<file path="src/lmim_pkg.sv">
`timescale 1ns / 1ps
// ============================================================================
// lmim_pkg
// Shared types, constants and helpers of the LED matrix index mapper.
// ============================================================================
package lmim_pkg;

    localparam int MAX_DIM    = 256;
    localparam int DIM_W      = $clog2(MAX_DIM + 1);
    localparam int IDX_W      = 16;
    localparam int CFG_IDX_W  = 3;
    localparam int CFG_DATA_W = DIM_W;
    localparam int DIV_STAGES = IDX_W;
    localparam int MAP_STAGES = 2;
    localparam int LATENCY    = DIV_STAGES + MAP_STAGES;

    // Configuration register indexes
    localparam logic [CFG_IDX_W-1:0] REG_GRID_WIDTH    = 3'd0;
    localparam logic [CFG_IDX_W-1:0] REG_GRID_HEIGHT   = 3'd1;
    localparam logic [CFG_IDX_W-1:0] REG_ROTATION_CODE = 3'd2;
    localparam logic [CFG_IDX_W-1:0] REG_ORIGIN_CORNER = 3'd3;
    localparam logic [CFG_IDX_W-1:0] REG_COLUMN_MAJOR  = 3'd4;
    localparam logic [CFG_IDX_W-1:0] REG_SERPENTINE_ON = 3'd5;

    localparam logic [DIM_W-1:0] GRID_DIM_RESET = DIM_W'(16);

    // Origin corner bits: bit 0 mirrors x, bit 1 mirrors y
    localparam int CORNER_RIGHT_BIT  = 0;
    localparam int CORNER_BOTTOM_BIT = 1;

    typedef enum logic [1:0] {
        ROT_0   = 2'd0,
        ROT_90  = 2'd1,
        ROT_180 = 2'd2,
        ROT_270 = 2'd3
    } rot_t;

    typedef struct packed {
        logic [DIM_W-1:0] width;
        logic [DIM_W-1:0] height;
        rot_t             rotation;
        logic [1:0]       corner;
        logic             column_major;
        logic             serpentine_on;
    } map_cfg_t;

    // One slot of the divider chain
    typedef struct packed {
        logic             valid;
        logic [IDX_W-1:0] idx;
        logic [IDX_W-1:0] dvd;
        logic [DIM_W-1:0] rem;
        logic [IDX_W-1:0] quo;
    } div_slot_t;

    function automatic logic [DIM_W-1:0] clamp_dim(input logic [DIM_W-1:0] d);
        return (d > DIM_W'(MAX_DIM)) ? DIM_W'(MAX_DIM) : d;
    endfunction

endpackage

</file>
<file path="src/lmim_div_cell.sv">
`timescale 1ns / 1ps
// ============================================================================
// lmim_div_cell
// One restoring-division step: shift in the next dividend bit, subtract the
// width when it fits, shift the quotient bit in.
// ============================================================================
module lmim_div_cell
(
    input  logic                     clk,
    input  logic                     rst_n,
    input  logic [lmim_pkg::DIM_W-1:0] divisor,
    input  lmim_pkg::div_slot_t      slot_in,
    output lmim_pkg::div_slot_t      slot_out
);
    import lmim_pkg::*;

    logic [DIM_W:0]   trial;
    logic [DIM_W:0]   diff;
    logic             fits;
    div_slot_t        slot_next;
    logic             valid_reg;
    div_slot_t        data_reg;

    always_comb
    begin
        trial = {slot_in.rem, slot_in.dvd[IDX_W-1]};
        diff  = trial - {1'b0, divisor};
        fits  = (trial >= {1'b0, divisor});
        slot_next       = slot_in;
        slot_next.dvd   = {slot_in.dvd[IDX_W-2:0], 1'b0};
        slot_next.rem   = fits ? diff[DIM_W-1:0] : trial[DIM_W-1:0];
        slot_next.quo   = {slot_in.quo[IDX_W-2:0], fits};
    end

    always_ff @(posedge clk or negedge rst_n)
    begin
        if (!rst_n)
        begin
            valid_reg <= 1'b0;
        end
        else
        begin
            valid_reg <= slot_in.valid;
        end
    end

    always_ff @(posedge clk)
    begin
        data_reg <= slot_next;
    end

    always_comb
    begin
        slot_out       = data_reg;
        slot_out.valid = valid_reg;
    end

endmodule

</file>
<file path="src/lmim_place.sv">
`timescale 1ns / 1ps
// ============================================================================
// lmim_place
// Rotate, mirror and serpentine-fold the split coordinates, then form the
// strip position with one multiply-add.
// ============================================================================
module lmim_place
(
    input  logic                       clk,
    input  logic                       rst_n,
    input  lmim_pkg::map_cfg_t         cfg,
    input  lmim_pkg::div_slot_t        slot_in,
    output logic                       done,
    output logic [lmim_pkg::IDX_W-1:0] physical_index,
    output logic                       out_of_range
);
    import lmim_pkg::*;

    logic [IDX_W-1:0]       w16, h16, lx, ly;
    logic [IDX_W-1:0]       rx, ry, ox, oy;
    logic [DIM_W-1:0]       pw, ph;
    logic [IDX_W-1:0]       pw16, ph16;
    logic [IDX_W-1:0]       major, minor;
    logic [DIM_W-1:0]       span;
    logic [2*DIM_W-1:0]     area;
    logic                   oor;
    logic                   zero_dim;

    logic                   a_valid_reg;
    logic [IDX_W-1:0]       a_major_reg, a_minor_reg;
    logic [DIM_W-1:0]       a_span_reg;
    logic                   a_oor_reg, a_zero_reg;

    logic [IDX_W+DIM_W-1:0] prod;
    logic [IDX_W-1:0]       res;

    logic                   done_reg;
    logic [IDX_W-1:0]       phys_reg;
    logic                   oor_reg;

    always_comb
    begin
        w16 = IDX_W'(cfg.width);
        h16 = IDX_W'(cfg.height);
        lx  = IDX_W'(slot_in.rem);
        ly  = slot_in.quo;

        case (cfg.rotation)
            ROT_90:
            begin
                rx = h16 - 1'b1 - ly;  ry = lx;
                pw = cfg.height;       ph = cfg.width;
            end
            ROT_180:
            begin
                rx = w16 - 1'b1 - lx;  ry = h16 - 1'b1 - ly;
                pw = cfg.width;        ph = cfg.height;
            end
            ROT_270:
            begin
                rx = ly;               ry = w16 - 1'b1 - lx;
                pw = cfg.height;       ph = cfg.width;
            end
            default:
            begin
                rx = lx;               ry = ly;
                pw = cfg.width;        ph = cfg.height;
            end
        endcase

        pw16 = IDX_W'(pw);
        ph16 = IDX_W'(ph);
        ox = cfg.corner[CORNER_RIGHT_BIT]  ? (pw16 - 1'b1 - rx) : rx;
        oy = cfg.corner[CORNER_BOTTOM_BIT] ? (ph16 - 1'b1 - ry) : ry;

        if (cfg.column_major)
        begin
            major = ox;
            span  = ph;
            minor = (cfg.serpentine_on && ox[0]) ? (ph16 - 1'b1 - oy) : oy;
        end
        else
        begin
            major = oy;
            span  = pw;
            minor = (cfg.serpentine_on && oy[0]) ? (pw16 - 1'b1 - ox) : ox;
        end

        area     = {{DIM_W{1'b0}}, cfg.width} * {{DIM_W{1'b0}}, cfg.height};
        oor      = ((2*DIM_W)'(slot_in.idx) >= area);
        zero_dim = (cfg.width == '0) || (cfg.height == '0);
    end

    always_ff @(posedge clk or negedge rst_n)
    begin
        if (!rst_n)
        begin
            a_valid_reg <= 1'b0;
            done_reg    <= 1'b0;
        end
        else
        begin
            a_valid_reg <= slot_in.valid;
            done_reg    <= a_valid_reg;
        end
    end

    always_ff @(posedge clk)
    begin
        a_major_reg <= major;
        a_minor_reg <= minor;
        a_span_reg  <= span;
        a_oor_reg   <= oor;
        a_zero_reg  <= zero_dim;
    end

    always_comb
    begin
        prod = {{DIM_W{1'b0}}, a_major_reg} * {{IDX_W{1'b0}}, a_span_reg};
        res  = a_zero_reg ? '0 : (prod[IDX_W-1:0] + a_minor_reg);
    end

    always_ff @(posedge clk)
    begin
        phys_reg <= res;
        oor_reg  <= a_oor_reg;
    end

    assign done           = done_reg;
    assign physical_index = phys_reg;
    assign out_of_range   = oor_reg;

endmodule

</file>
<file path="src/led_matrix_index_map_core.sv">
`timescale 1ns / 1ps
// ============================================================================
// led_matrix_index_map_core
// Maps a row-major logical pixel index to the LED position along the strip.
// ============================================================================
// Usage:
//   Input channel: drive logical_index and raise start; the item is taken at
//   every rising edge with start high and busy low. busy is always low, so a
//   new item may enter in every cycle.
//   Result channel: done pulses for one cycle with physical_index and
//   out_of_range. The receiver cannot stall it; every item gives exactly one
//   result, in order.
//   Pipeline: an item passes through 16 division cells, one placement stage
//   and one multiply-add stage. Throughput: one item per cycle.
//   The x/y split is a chain of 16 restoring-division cells, one quotient bit
//   per cell, each cell handing its partial remainder to the next.
//   Configuration: write register cfg_index with cfg_data when cfg_valid is
//   high; cfg_ready is always high. Write only while no item is in flight.
//   Reset: grid 16 x 16, no rotation, top-left origin, row-major, no
//   serpentine; the pipeline is emptied at once.
// ============================================================================
module led_matrix_index_map_core
(
    input  logic                            clk,
    input  logic                            rst_n,
    input  logic                            start,
    output logic                            busy,
    input  logic [lmim_pkg::IDX_W-1:0]      logical_index,
    input  logic                            cfg_valid,
    output logic                            cfg_ready,
    input  logic [lmim_pkg::CFG_IDX_W-1:0]  cfg_index,
    input  logic [lmim_pkg::CFG_DATA_W-1:0] cfg_data,
    output logic                            done,
    output logic [lmim_pkg::IDX_W-1:0]      physical_index,
    output logic                            out_of_range
);
    import lmim_pkg::*;

    map_cfg_t  cfg_reg;
    map_cfg_t  cfg_eff;
    div_slot_t slot [DIV_STAGES+1];

    // The pipeline never holds items back
    assign busy      = 1'b0;
    assign cfg_ready = 1'b1;

    // Configuration registers; unknown indexes drop the write
    always_ff @(posedge clk or negedge rst_n)
    begin
        if (!rst_n)
        begin
            cfg_reg.width         <= GRID_DIM_RESET;
            cfg_reg.height        <= GRID_DIM_RESET;
            cfg_reg.rotation      <= ROT_0;
            cfg_reg.corner        <= 2'b00;
            cfg_reg.column_major  <= 1'b0;
            cfg_reg.serpentine_on <= 1'b0;
        end
        else if (cfg_valid && cfg_ready)
        begin
            unique case (cfg_index)
                REG_GRID_WIDTH:    cfg_reg.width         <= cfg_data;
                REG_GRID_HEIGHT:   cfg_reg.height        <= cfg_data;
                REG_ROTATION_CODE: cfg_reg.rotation      <= rot_t'(cfg_data[1:0]);
                REG_ORIGIN_CORNER: cfg_reg.corner        <= cfg_data[1:0];
                REG_COLUMN_MAJOR:  cfg_reg.column_major  <= cfg_data[0];
                REG_SERPENTINE_ON: cfg_reg.serpentine_on <= cfg_data[0];
                default:           ;
            endcase
        end
    end

    // Clamp oversized dimensions to the largest supported grid
    always_comb
    begin
        cfg_eff        = cfg_reg;
        cfg_eff.width  = clamp_dim(cfg_reg.width);
        cfg_eff.height = clamp_dim(cfg_reg.height);
    end

    // Seed the division chain: full index as dividend, empty remainder
    always_comb
    begin
        slot[0].valid = start && !busy;
        slot[0].idx   = logical_index;
        slot[0].dvd   = logical_index;
        slot[0].rem   = '0;
        slot[0].quo   = '0;
    end

    // One quotient bit per cell, remainder handed to the neighbor each cycle
    for (genvar i = 0; i < DIV_STAGES; i++)
    begin : g_div
        lmim_div_cell u_cell
        (
            .clk      (clk),
            .rst_n    (rst_n),
            .divisor  (cfg_eff.width),
            .slot_in  (slot[i]),
            .slot_out (slot[i+1])
        );
    end

    // Rotate, mirror, fold and place along the strip
    lmim_place u_place
    (
        .clk            (clk),
        .rst_n          (rst_n),
        .cfg            (cfg_eff),
        .slot_in        (slot[DIV_STAGES]),
        .done           (done),
        .physical_index (physical_index),
        .out_of_range   (out_of_range)
    );

endmodule

</file>
<file path="config.mk">
export PLATFORM = sky130hd
export DESIGN_NAME = led_matrix_index_map_core
export DESIGN_NICKNAME = d
export VERILOG_FILES = /design/src/lmim_pkg.sv /design/src/lmim_div_cell.sv /design/src/lmim_place.sv /design/src/led_matrix_index_map_core.sv
export SDC_FILE = /design/constraint.sdc
export NUM_CORES = 1
export LEC_CHECK = 0
export BUFFER_PORTS_ARGS = -buffer_cell sky130_fd_sc_hd__buf_2
export CORE_MARGIN = 4
export CORE_UTILIZATION = 51
export CTS_BUF_LIST = sky130_fd_sc_hd__clkbuf_16
export CTS_CLUSTER_SIZE = 10
export DETAILED_ROUTE_END_ITERATION = 12
export PLACE_DENSITY = 0.69
export SKIP_LAST_GASP = 1
export SLEW_MARGIN = 40
export SYNTH_ARGS = -nofsm -noshare
export SYNTH_HDL_FRONTEND = slang
export SYNTH_SLANG_ARGS = --single-unit
</file>
<file path="constraint.sdc">
create_clock -name clk -period 7.3 [get_ports clk]
set_clock_uncertainty 0.2 [all_clocks]
set_input_delay 1.46 -clock clk [delete_from_list [all_inputs] [get_ports clk]]
set_output_delay 1.46 -clock clk [all_outputs]
set_load 0.05 [all_outputs]
</file>
## After elaboration in Yosys (flattened, before gate mapping)

Index checks and enable logic that the tools add are counted.

- Register bits: 758
- Word-level logic and storage cells: 193
- Bits of input ports: 32
- Output and inout port bits: 20

- Equality and inequality tests: 8
- Reductions and logical operators: 13
- $add $sub $neg: 27
- $lt $le $gt $ge: 19
- Multipliers: 2
- Mux-type cells: 29

Operators with widths:

| operator | number |
|---|---|
| two-way mux 9 bit | 20 |
| greater-or-equal comparator 10 x 9 -> 1 bit | 15 |
| subtractor 9 bit | 15 |
| two-way mux 16 bit | 6 |
| case mux 16 bit (3 select lines) | 2 |
| subtractor 16 bit | 5 |
| subtractor 9 x 1 -> 10 bit, second input constant | 4 |
| greater-or-equal comparator 16 x 18 -> 1 bit | 1 |
| > comparator 9 bit, second input constant | 2 |
| logical NOT 9 bit | 2 |
| multiplier 9 x 9 -> 18 bit | 1 |
| adder 16 bit | 1 |
| multiplier 16 x 9 -> 16 bit | 1 |
| subtractor 16 x 9 -> 16 bit | 1 |
| AND reduction 2 bit | 6 |
| greater-or-equal comparator 1 x 9 -> 1 bit | 1 |
| subtractor 1 x 9 -> 9 bit | 1 |
| equality test 3 x 2 -> 1 bit, second input constant | 2 |
| equality test 3 bit, second input constant | 2 |
| equality test 2 bit, second input constant | 2 |
| equality test 3 x 1 -> 1 bit, second input constant | 1 |
| logical NOT 3 bit | 1 |
| equality test 2 x 1 -> 1 bit, second input constant | 1 |
| logical AND 1 bit | 2 |
| 3 further kinds | 3 |

## Depth between registers and ports, before layout

Gate-level depths: netlist of the first run.

- Depth after elaboration: 10
- Gate-level depth with buffers: 33
- Gate-level depth less buffers: 31

## Modules after synthesis

Synthesis of the first run repeated with hierarchy kept, for this count alone.

- Cell total of the unflattened synthesis: 4170
- Area, all modules: 44682.9 µm²

Modules (own cells, without submodules):

| module | area an instance (µm²) | times used | cells an instance |
|---|---|---|---|
| lmim_div_cell | 1838.0 | 16 | 146 |
| lmim_place | 14187.4 | 1 | 1757 |
| led_matrix_index_map_core | 1087.3 | 1 | 77 |

## Least setup slack after synthesis of the first run

No wires, ideal clock.

- Path kind: reg-to-reg
- From: reg cfg_reg[23] (netlist name)
- To: reg u_place.a_minor_reg[15]
- Period minus slack after synthesis: 7634 ps
- Data arrival time: 7349 ps
- Cell stages (with the launch flop): 31
- Path buffers: 2
- Slack: -334 ps
- Data required time: 7014 ps
- Path through: dfrtp_1 > clkbuf_1 > buf_1 > nor2b_1 > clkinv_1 > ha_1 > xor2_1 > ha_1 > nor2b_1 > o21a_1 > o21ai_0 > nand2b_1 > a21o_1 > xnor2_1 > mux4_2 > ha_1 > nor3_1 > nor2_1 > a31o_2 > or4_1 > a31oi_1 > xnor2_1 > nor2_1 > a21o_1 > ha_1 > or3_1 > nor3_1 > nor3_1 > nor3_1 > xnor2_1 > a211oi_1

- Cells in the longest elaborated chain, start to end: 10
- Elaborated cells on any way between the ends: 21

RTL lines:

| element | RTL line | RTL |
|---|---|---|
| start, declared | led_matrix_index_map_core.sv:39 | `map_cfg_t cfg_reg;` |
| > comparator 9 bit | lmim_pkg.sv:57 | `return (d > DIM_W'(MAX_DIM)) ? DIM_W'(MAX_DIM) : d;` |
| two-way mux 9 bit (*) | lmim_pkg.sv:57 |  |
| subtractor 9 x 1 -> 10 bit | lmim_place.sv:56, lmim_place.sv:61 |  |
| subtractor 16 x 9 -> 16 bit | lmim_place.sv:56, lmim_place.sv:61 |  |
| case mux 16 bit (3 select lines) | lmim_place.sv:48 | `case (cfg.rotation)` |
| subtractor 16 bit, on equally long branches | lmim_place.sv:73, lmim_place.sv:74 |  |
| two-way mux 16 bit, on equally long branches | lmim_place.sv:73, lmim_place.sv:74 |  |
| subtractor 16 bit, or another cell as far along | lmim_place.sv:86 | `minor = (cfg.serpentine_on && oy[0]) ? (pw16 - 1'b1 - ox) : ox;` |
| two-way mux 16 bit, on equally long branches | lmim_place.sv:86, lmim_place.sv:80 |  |
| two-way mux 16 bit (*) | lmim_place.sv:76 | `if (cfg.column_major)` |
| net u_place.minor[15] | lmim_place.sv:23 | `logic [IDX_W-1:0] major, minor;` |
| end signal, assigned | lmim_place.sv:111 | `a_minor_reg <= minor;` |
| end, declared | lmim_place.sv:30 | `logic [IDX_W-1:0] a_major_reg, a_minor_reg;` |

The timed path passes the listed nets; every way through them passes the cells marked *.
A chain may end at the register's enable or synchronous reset.

## Worst setup path in the final report of the first run

- From: reg cfg_reg[14] (netlist name)
- To: reg u_place.a_minor_reg[15]

- Cells in the longest elaborated chain, start to end: 10
- Elaborated cells on any way between the ends: 21

RTL lines:

| element | RTL line |
|---|---|
| > comparator 9 bit | lmim_pkg.sv:57 |
| two-way mux 9 bit (*) | lmim_pkg.sv:57 |
| subtractor 9 x 1 -> 10 bit | lmim_place.sv:51, lmim_place.sv:56 |
| subtractor 16 bit | lmim_place.sv:51, lmim_place.sv:56 |
| case mux 16 bit (3 select lines) | lmim_place.sv:48 |
| subtractor 16 bit, on equally long branches | lmim_place.sv:73, lmim_place.sv:74 |
| two-way mux 16 bit, on equally long branches | lmim_place.sv:73, lmim_place.sv:74 |
| subtractor 16 bit, or another cell as far along | lmim_place.sv:86 |
| two-way mux 16 bit, on equally long branches | lmim_place.sv:86, lmim_place.sv:80 |
| two-way mux 16 bit (*) | lmim_place.sv:76 |
| net u_place.minor[15] | lmim_place.sv:23 |

Marked as above.

==> summary.md, run 1 <==
| Metric | Value |
|---|---|
| Initial antenna violation count | `1` |
| Commonest non-fill, non-tap cells in the layout | `596 x dfxtp_1, 311 x ha_1, 279 x inv_1` |
| Layout cells sized above 1 | `8.548%` |
| Longest Clk Path Bufs | `3` |
| Synth cell types | `89` |
| Arrival @ worst endpoint | `7.05 ns` |
| Post-Synthesis Net Count | `~3.8k` |
| Largest stage delay, worst path | `~0.57 ns` |
| Initial Util | `approximately half` |
| Clock transition at path regs | `roughly 0.06 ns` |
| CTS tree | `done` |
| N_diodes | `0` |
| Routed WL | `approximately 70 mm` |
| Global-route wire length before repair | `about 120 mm` |
| Max reg flops | `approximately 540` |
| Fmax | `about 150 MHz` |
| Core ar. | `0.06354 mm²` |
| Register area share after synthesis | `about 39%` |
| Total CTS buffers | `slightly below 80` |
| Worst hold slack | `about 0.11 ns` |
| Post-CTS Setup Bufs | `0` |
| Status | `completed` |
| Port bufs | `49` |
| Period utilization | `between 90 and 100%` |
| Post-synth top area share | `36.18%` |
| Row cnt | `around 90` |
| Max-cap violations | `0` |
| Worst-margin pin slew | `about 0.84 ns` |
| Setup tns final | `0 ns` |
| Total track usage | `20.25%` |
| Initial DRC count | `approximately 1.3k` |
| Die Height | `roughly 260 µm` |
| Hold crit path type | `flop to flop` |
| H-tree depth | `3` |
| Worst Path Required | `roughly 7.6 ns` |
| Area contributors post-synth | `dfxtp_1 36%, ha_1 12%, fa_1 9.0%, xnor2_1 4.2%, a21oi_1 3.5%` |
| Synth Register Bits | `between 600 and 700` |
| Startpoint types | `flop` |
| RD Place Congestion | `0.9127` |
| Number of global-route vias before repair | `around 23k` |
| Die ar. | `around 0.069 mm²` |
| Die Span X | `about 260 µm` |
| Synth Area per Inst | `9.850 µm²` |
| Post-Synthesis Cells | `3348` |
| Clock sinks | `between 600 and 700` |
| Crit Path Max Fanout | `12` |
| Drt wl/cell | `16.39 µm` |
| Final min period | `slightly below 7 ns` |
| Max-slew violations | `0` |
| Nets | `a little under 4k` |
| Clk Latency, worst-skew pair | `between 0.6 and 0.7 ns` |
| Top delay family on crit path | `simple AND/OR/NAND/NOR gates` |
| Synth Flop Type | `dfxtp_1` |
| RSZ-0062 raised after global routing | `false` |
| Final Util | `57.53%` |
| Detailed placement HPWL | `approximately 53 mm` |
| Setup violators final | `0` |
| Asr flop ratio synth | `6.583%` |
| Post-Layout Cell Count | `~4.3k` |
| Via count | `around 23k` |
| Slew margin rel. | `43.97%` |
| Drt pass-1 iters | `6` |
| Warnings from Yosys | `0` |
| Critical-path top delay cell | `or4_1` |
| Area grow syn2layout | `10.84%` |
| R2r setup slk | `0.58 ns` |
| CP bufs+invs | `1` |
| Crit. End Element | `flop` |
| Dpl cells | `roughly 4.2k` |
| DRC | `0` |
| Clock root cell | `clkbuf_16` |
| Post-synth EDFFs | `0` |
| Vias per cell | `between 5 and 6` |
| Final Hold Vio Count | `0` |
| Commonest non-fill, non-tap cell in the layout | `dfxtp_1` |
| Largest net degree at the start of global routing | `between 40 and 50` |
| Global route overflow | `0` |
| Crit Path Class | `flop to flop` |
| I/O pin cnt | `52` |
| Post-synthesis cell area | `between 0.03 and 0.04 mm²` |
| Antenna-violating nets left | `0` |
| Area leader, netlist | `dfxtp_1` |
-- cell usage after synthesis (14+ instances only) --
library cell,instances
clkbuf_1,84
nand4_1,41
nor2_1,263
a31oi_1,16
a21oi_1,229
nand2b_1,71
mux2_2,58
nor3_1,47
dfxtp_1,596
a21o_1,106
nand2_1,224
dfrtp_1,40
inv_1,267
xor2_1,54
o21a_1,25
nand3_1,39
or2_2,14
or3_1,15
mux2i_1,31
ha_1,311
o211ai_1,14
o21ai_0,118
fa_1,149
nor2b_1,81
xnor2_1,159
a211oi_1,38
and2_1,59
-- kinds of logic (layout without fill, tap and decap cells) --
family	after synthesis	after routing	share of synthesized area [%]
AOI/OAI and AO/OA	667	667	13.01
other	2	2	0.02277
buffers and inverters	370	473	4.257
and+or+nand+nor	898	898	13.20
xor gates and xnor gates	213	213	5.657
muxes	99	99	3.605
adders and majority gates	461	461	20.88
DFF	638	638	39.38
-- layout make-up --
type                       instances  area, µm²
fill                            5560      26990
multi-input combinational       2340      18660
sequential                       638      12990
clock buffer                      77       1927
tap                              846       1059
inverter                         271       1017
timing repair buffer              93      575.6
clock inverter                    32      330.3
-- repair_timing --
| action | CTS | global route |
|---|---|---|
| endpoints found under the hold margin | 0 | 0 |
| hold buffers | 0 | 0 |
| resized for setup | 0 | 6 |
| setup endpoints to repair | 0 | 3 |
-- metrics by stage --
stage               cell area (µm²)  setup WS, ns
global route                  36550       0.09302
floorplan                     32980       0.03522
CTS                           36530        0.3925
finish                        36550        0.5761
global placement              34250        0.5271
detailed placement            34270        0.4264
-- layer usage --
| layer | global-route usage, % | vias to the layer above | wire length, µm |
|---|---|---|---|
| met2 | 35.45 | 479 | 34050 |
| li1 | - | 11529 | - |
| met1 | 25.59 | 10802 | 31200 |
| met3 | 3.280 | 130 | 3227 |
| met4 | 6.681 | 0 | 1964 |
| met5 | 0 | - | 0 |
-- final timing paths --
path	start	cells past startpoint	endpoint
worst max-delay path	cfg_reg[14]	26	u_place.a_minor_reg[15]
worst min-delay path	g_div[10].u_cell.slot_out[7]	0	g_div[11].u_cell.slot_out[8]
worst max register to register	cfg_reg[14]	26	u_place.a_minor_reg[15]
worst min register to register	g_div[10].u_cell.slot_out[7]	0	g_div[11].u_cell.slot_out[8]
max in group asynchronous	rst_n	2	cfg_eff[4]
min in group asynchronous	rst_n	2	g_div[15].u_cell.valid_reg
Power of run 1 is not shown: default switching activity piles up to over one toggle a cycle in this logic, so the estimate is an artifact.
==> run 2, diff against run 1 <==
--- a/config.mk
+++ b/config.mk
@@ -11,7 +11,7 @@
 export CTS_BUF_LIST = sky130_fd_sc_hd__clkbuf_16
 export CTS_CLUSTER_SIZE = 10
 export DETAILED_ROUTE_END_ITERATION = 12
-export PLACE_DENSITY = 0.69
+export PLACE_DENSITY = 0.78
 export SKIP_LAST_GASP = 1
 export SLEW_MARGIN = 40
 export SYNTH_ARGS = -nofsm -noshare
==> summary.md, run 2 (synthesis gave the netlist of run 1 again) <==
| Metric | Value |
|---|---|
| Status | `completed (unchanged)` |
| Combined area of the multi-input logic cells | `0.01863 mm² (was 0.01866 mm²)` |
| Arrival @ worst endpoint | `7.15 ns (was 7.05 ns)` |
| Pre-CTS setup slack | `0.4542 ns (was 0.4264 ns)` |
| Setup violators final | `0 (unchanged)` |
| Crit Path Class | `flop to flop (unchanged)` |
| Final Util | `57.50% (was 57.53%)` |
| Initial Util | `51.90% (unchanged)` |
| Layout cells sized above 1 | `8.527% (was 8.548%)` |
| Via count | `23.48k (was 22.94k)` |
| N_diodes | `0 (unchanged)` |
| Worst setup margin | `0.4116 ns (was 0.5761 ns)` |
| Max reg flops | `536 (unchanged)` |
| Longest Clk Path Bufs | `3 (unchanged)` |
| Initial DRC count | `1498 (was 1250)` |
| Port bufs | `49 (unchanged)` |
| CTS tree | `done (unchanged)` |
| Die Height | `262.3 µm (unchanged)` |
| Global route overflow | `0 (unchanged)` |
| Core ar. | `0.06354 mm² (unchanged)` |
| Clock transition at path regs | `0.06 ns (about the same)` |
| Max-cap violations | `0 (unchanged)` |
| H-tree depth | `3 (unchanged)` |
| Setup tns final | `0 ns (unchanged)` |
| Dpl cells | `4192 (was 4188)` |
| Period utilization | `94.36% (was 92.11%)` |
| Hold crit path type | `flop to flop (unchanged)` |
| Clk Latency, worst-skew pair | `0.63 ns (about the same)` |
| Storage element area | `0.01299 mm² (unchanged)` |
| Drt wl/cell | `16.80 µm (was 16.39 µm)` |
| Total CTS buffers | `76 (was 77)` |
| Crit Path Max Fanout | `13 (was 12)` |
| Reg2reg start | `cfg_reg[23] (was cfg_reg[14])` |
| Area grow syn2layout | `10.80% (was 10.84%)` |
| Critical-path top delay cell | `dfrtp_1 (was or4_1)` |
| Commonest non-fill, non-tap cells in the layout | `596 x dfxtp_1, 311 x ha_1, 278 x inv_1 (was 596 x dfxtp_1, 311 x ha_1, 279 x inv_1)` |
| Worst-margin pin slew | `0.7831 ns (was 0.8404 ns)` |
| CP bufs+invs | `3 (was 1)` |
| Clock root cell | `clkbuf_16 (unchanged)` |
| Crit. End Element | `flop (unchanged)` |
| Crit-path most repeated cell | `ha_1` |
| Top delay family on crit path | `compound AO/OA/AOI/OAI gates (was simple AND/OR/NAND/NOR gates)` |
| Number of global-route vias before repair | `23.62k (was 22.91k)` |
| I/O pin cnt | `52 (unchanged)` |
| Detailed placement HPWL | `52.72 mm (was 52.89 mm)` |
| Vias per cell | `5.468 (was 5.339)` |
| Worst Path Required | `7.56 ns (was 7.63 ns)` |
| Startpoint types | `flop (unchanged)` |
| Initial antenna violation count | `1 (unchanged)` |
| CP startpoint | `cfg_reg[23] (was cfg_reg[14])` |
| Total track usage | `20.60% (was 20.25%)` |
| Clock sinks | `638 (unchanged)` |
| Nets | `3916 (was 3913)` |
| Hold path startpoint | `g_div[4].u_cell.slot_out[48] (was g_div[10].u_cell.slot_out[7])` |
| Commonest non-fill, non-tap cell in the layout | `dfxtp_1 (unchanged)` |
| Global-route wire length before repair | `117.8 mm (was 115.4 mm)` |
| Drt pass-1 iters | `6 (unchanged)` |
| Row cnt | `92 (unchanged)` |
| Max-slew violations | `0 (unchanged)` |
| Fillers | `5322 (was 5560)` |
| Final Hold Vio Count | `0 (unchanged)` |
| Antenna-violating nets left | `0 (unchanged)` |
| Hold Buf Count CTS | `0 (unchanged)` |
| DRC | `0 (unchanged)` |
| RSZ-0062 raised after global routing | `false (unchanged)` |
| Post-Layout Cell Count | `4294 (was 4297)` |
| Die Span X | `262.3 µm (unchanged)` |
| Die ar. | `0.06879 mm² (unchanged)` |
| Final min period | `6.888 ns (was 6.724 ns)` |
| Largest stage delay, worst path | `0.51 ns (was 0.57 ns)` |
| RD Place Congestion | `0.9328 (was 0.9127)` |
| Routed WL | `72.13 mm (was 70.44 mm)` |
| Slew margin rel. | `47.79% (was 43.97%)` |
| Fmax | `145.2 MHz (was 148.7 MHz)` |
| Largest net degree at the start of global routing | `44 (unchanged)` |
run 2: changes by cell type in the layout (fill, tap and decap cells not counted), sizes merged:
cell,previous run,this run
clkinvlp,0,1
inv,283,280
buf,93,97
clkinv,19,14
run 2: worst reg2reg max path, delay by kind of cell (launching register included):
family                     cells  cell delay (ns)
adders and majority gates      4             1.08
and+or+nand+nor                6             0.75
buffers and inverters          3             0.33
AOI/OAI and AO/OA             13             2.72
DFF                            1             0.51
xor gates and xnor gates       2             0.32
muxes                          2             0.78
run 2: cell type report:
class,instances,area share (%)
Clock buffer,77,5.273
Clock inverter,25,0.8492
Inverter,271,2.784
Multi-Input combinational cell,2340,51.00
Sequential cell,638,35.54
Tap cell,846,2.897
Timing Repair Buffer,97,1.657
run 2: metrics by stage:
stage / hold slack [ns] / instance area (µm²)
floorplan: 0.1096 / 32980
global placement: 0.1095 / 34280
detailed placement: 0.1121 / 34290
CTS: 0.09548 / 36530
global route: 0.09288 / 36540
finish: 0.09067 / 36540
run 2: worst paths after layout:
path                       slack [ns]                           end  cells after the start
setup / recovery                 0.41       u_place.a_minor_reg[15]                     30
hold / removal                   0.09  g_div[5].u_cell.slot_out[48]                      0
setup reg to reg                 0.41       u_place.a_minor_reg[15]                     30
hold reg to reg                  0.09  g_div[5].u_cell.slot_out[48]                      0
max in group asynchronous        5.70                    cfg_eff[4]                      2
min in group asynchronous        0.75                   cfg_reg[18]                      2
run 2: timing repair:
| item | in CTS | in global routing |
|---|---|---|
| setup endpoints to repair | 0 | 4 |
| setup buffers | 0 | 0 |
| resized for setup | 0 | 3 |
run 2: layer usage:
layer  wire [µm]  global-route usage [%]  part of all wire [%]  vias up
li1            -                       -                     -    11506
met3        4367                   3.289                   6.1      159
met4        2797                   8.874                   3.9        2
met2       35050                   35.84                    49      670
met1       29900                   25.39                    41    11144
met5          13                       0                 0.018        -
Power of run 2 is left out for the same reason.
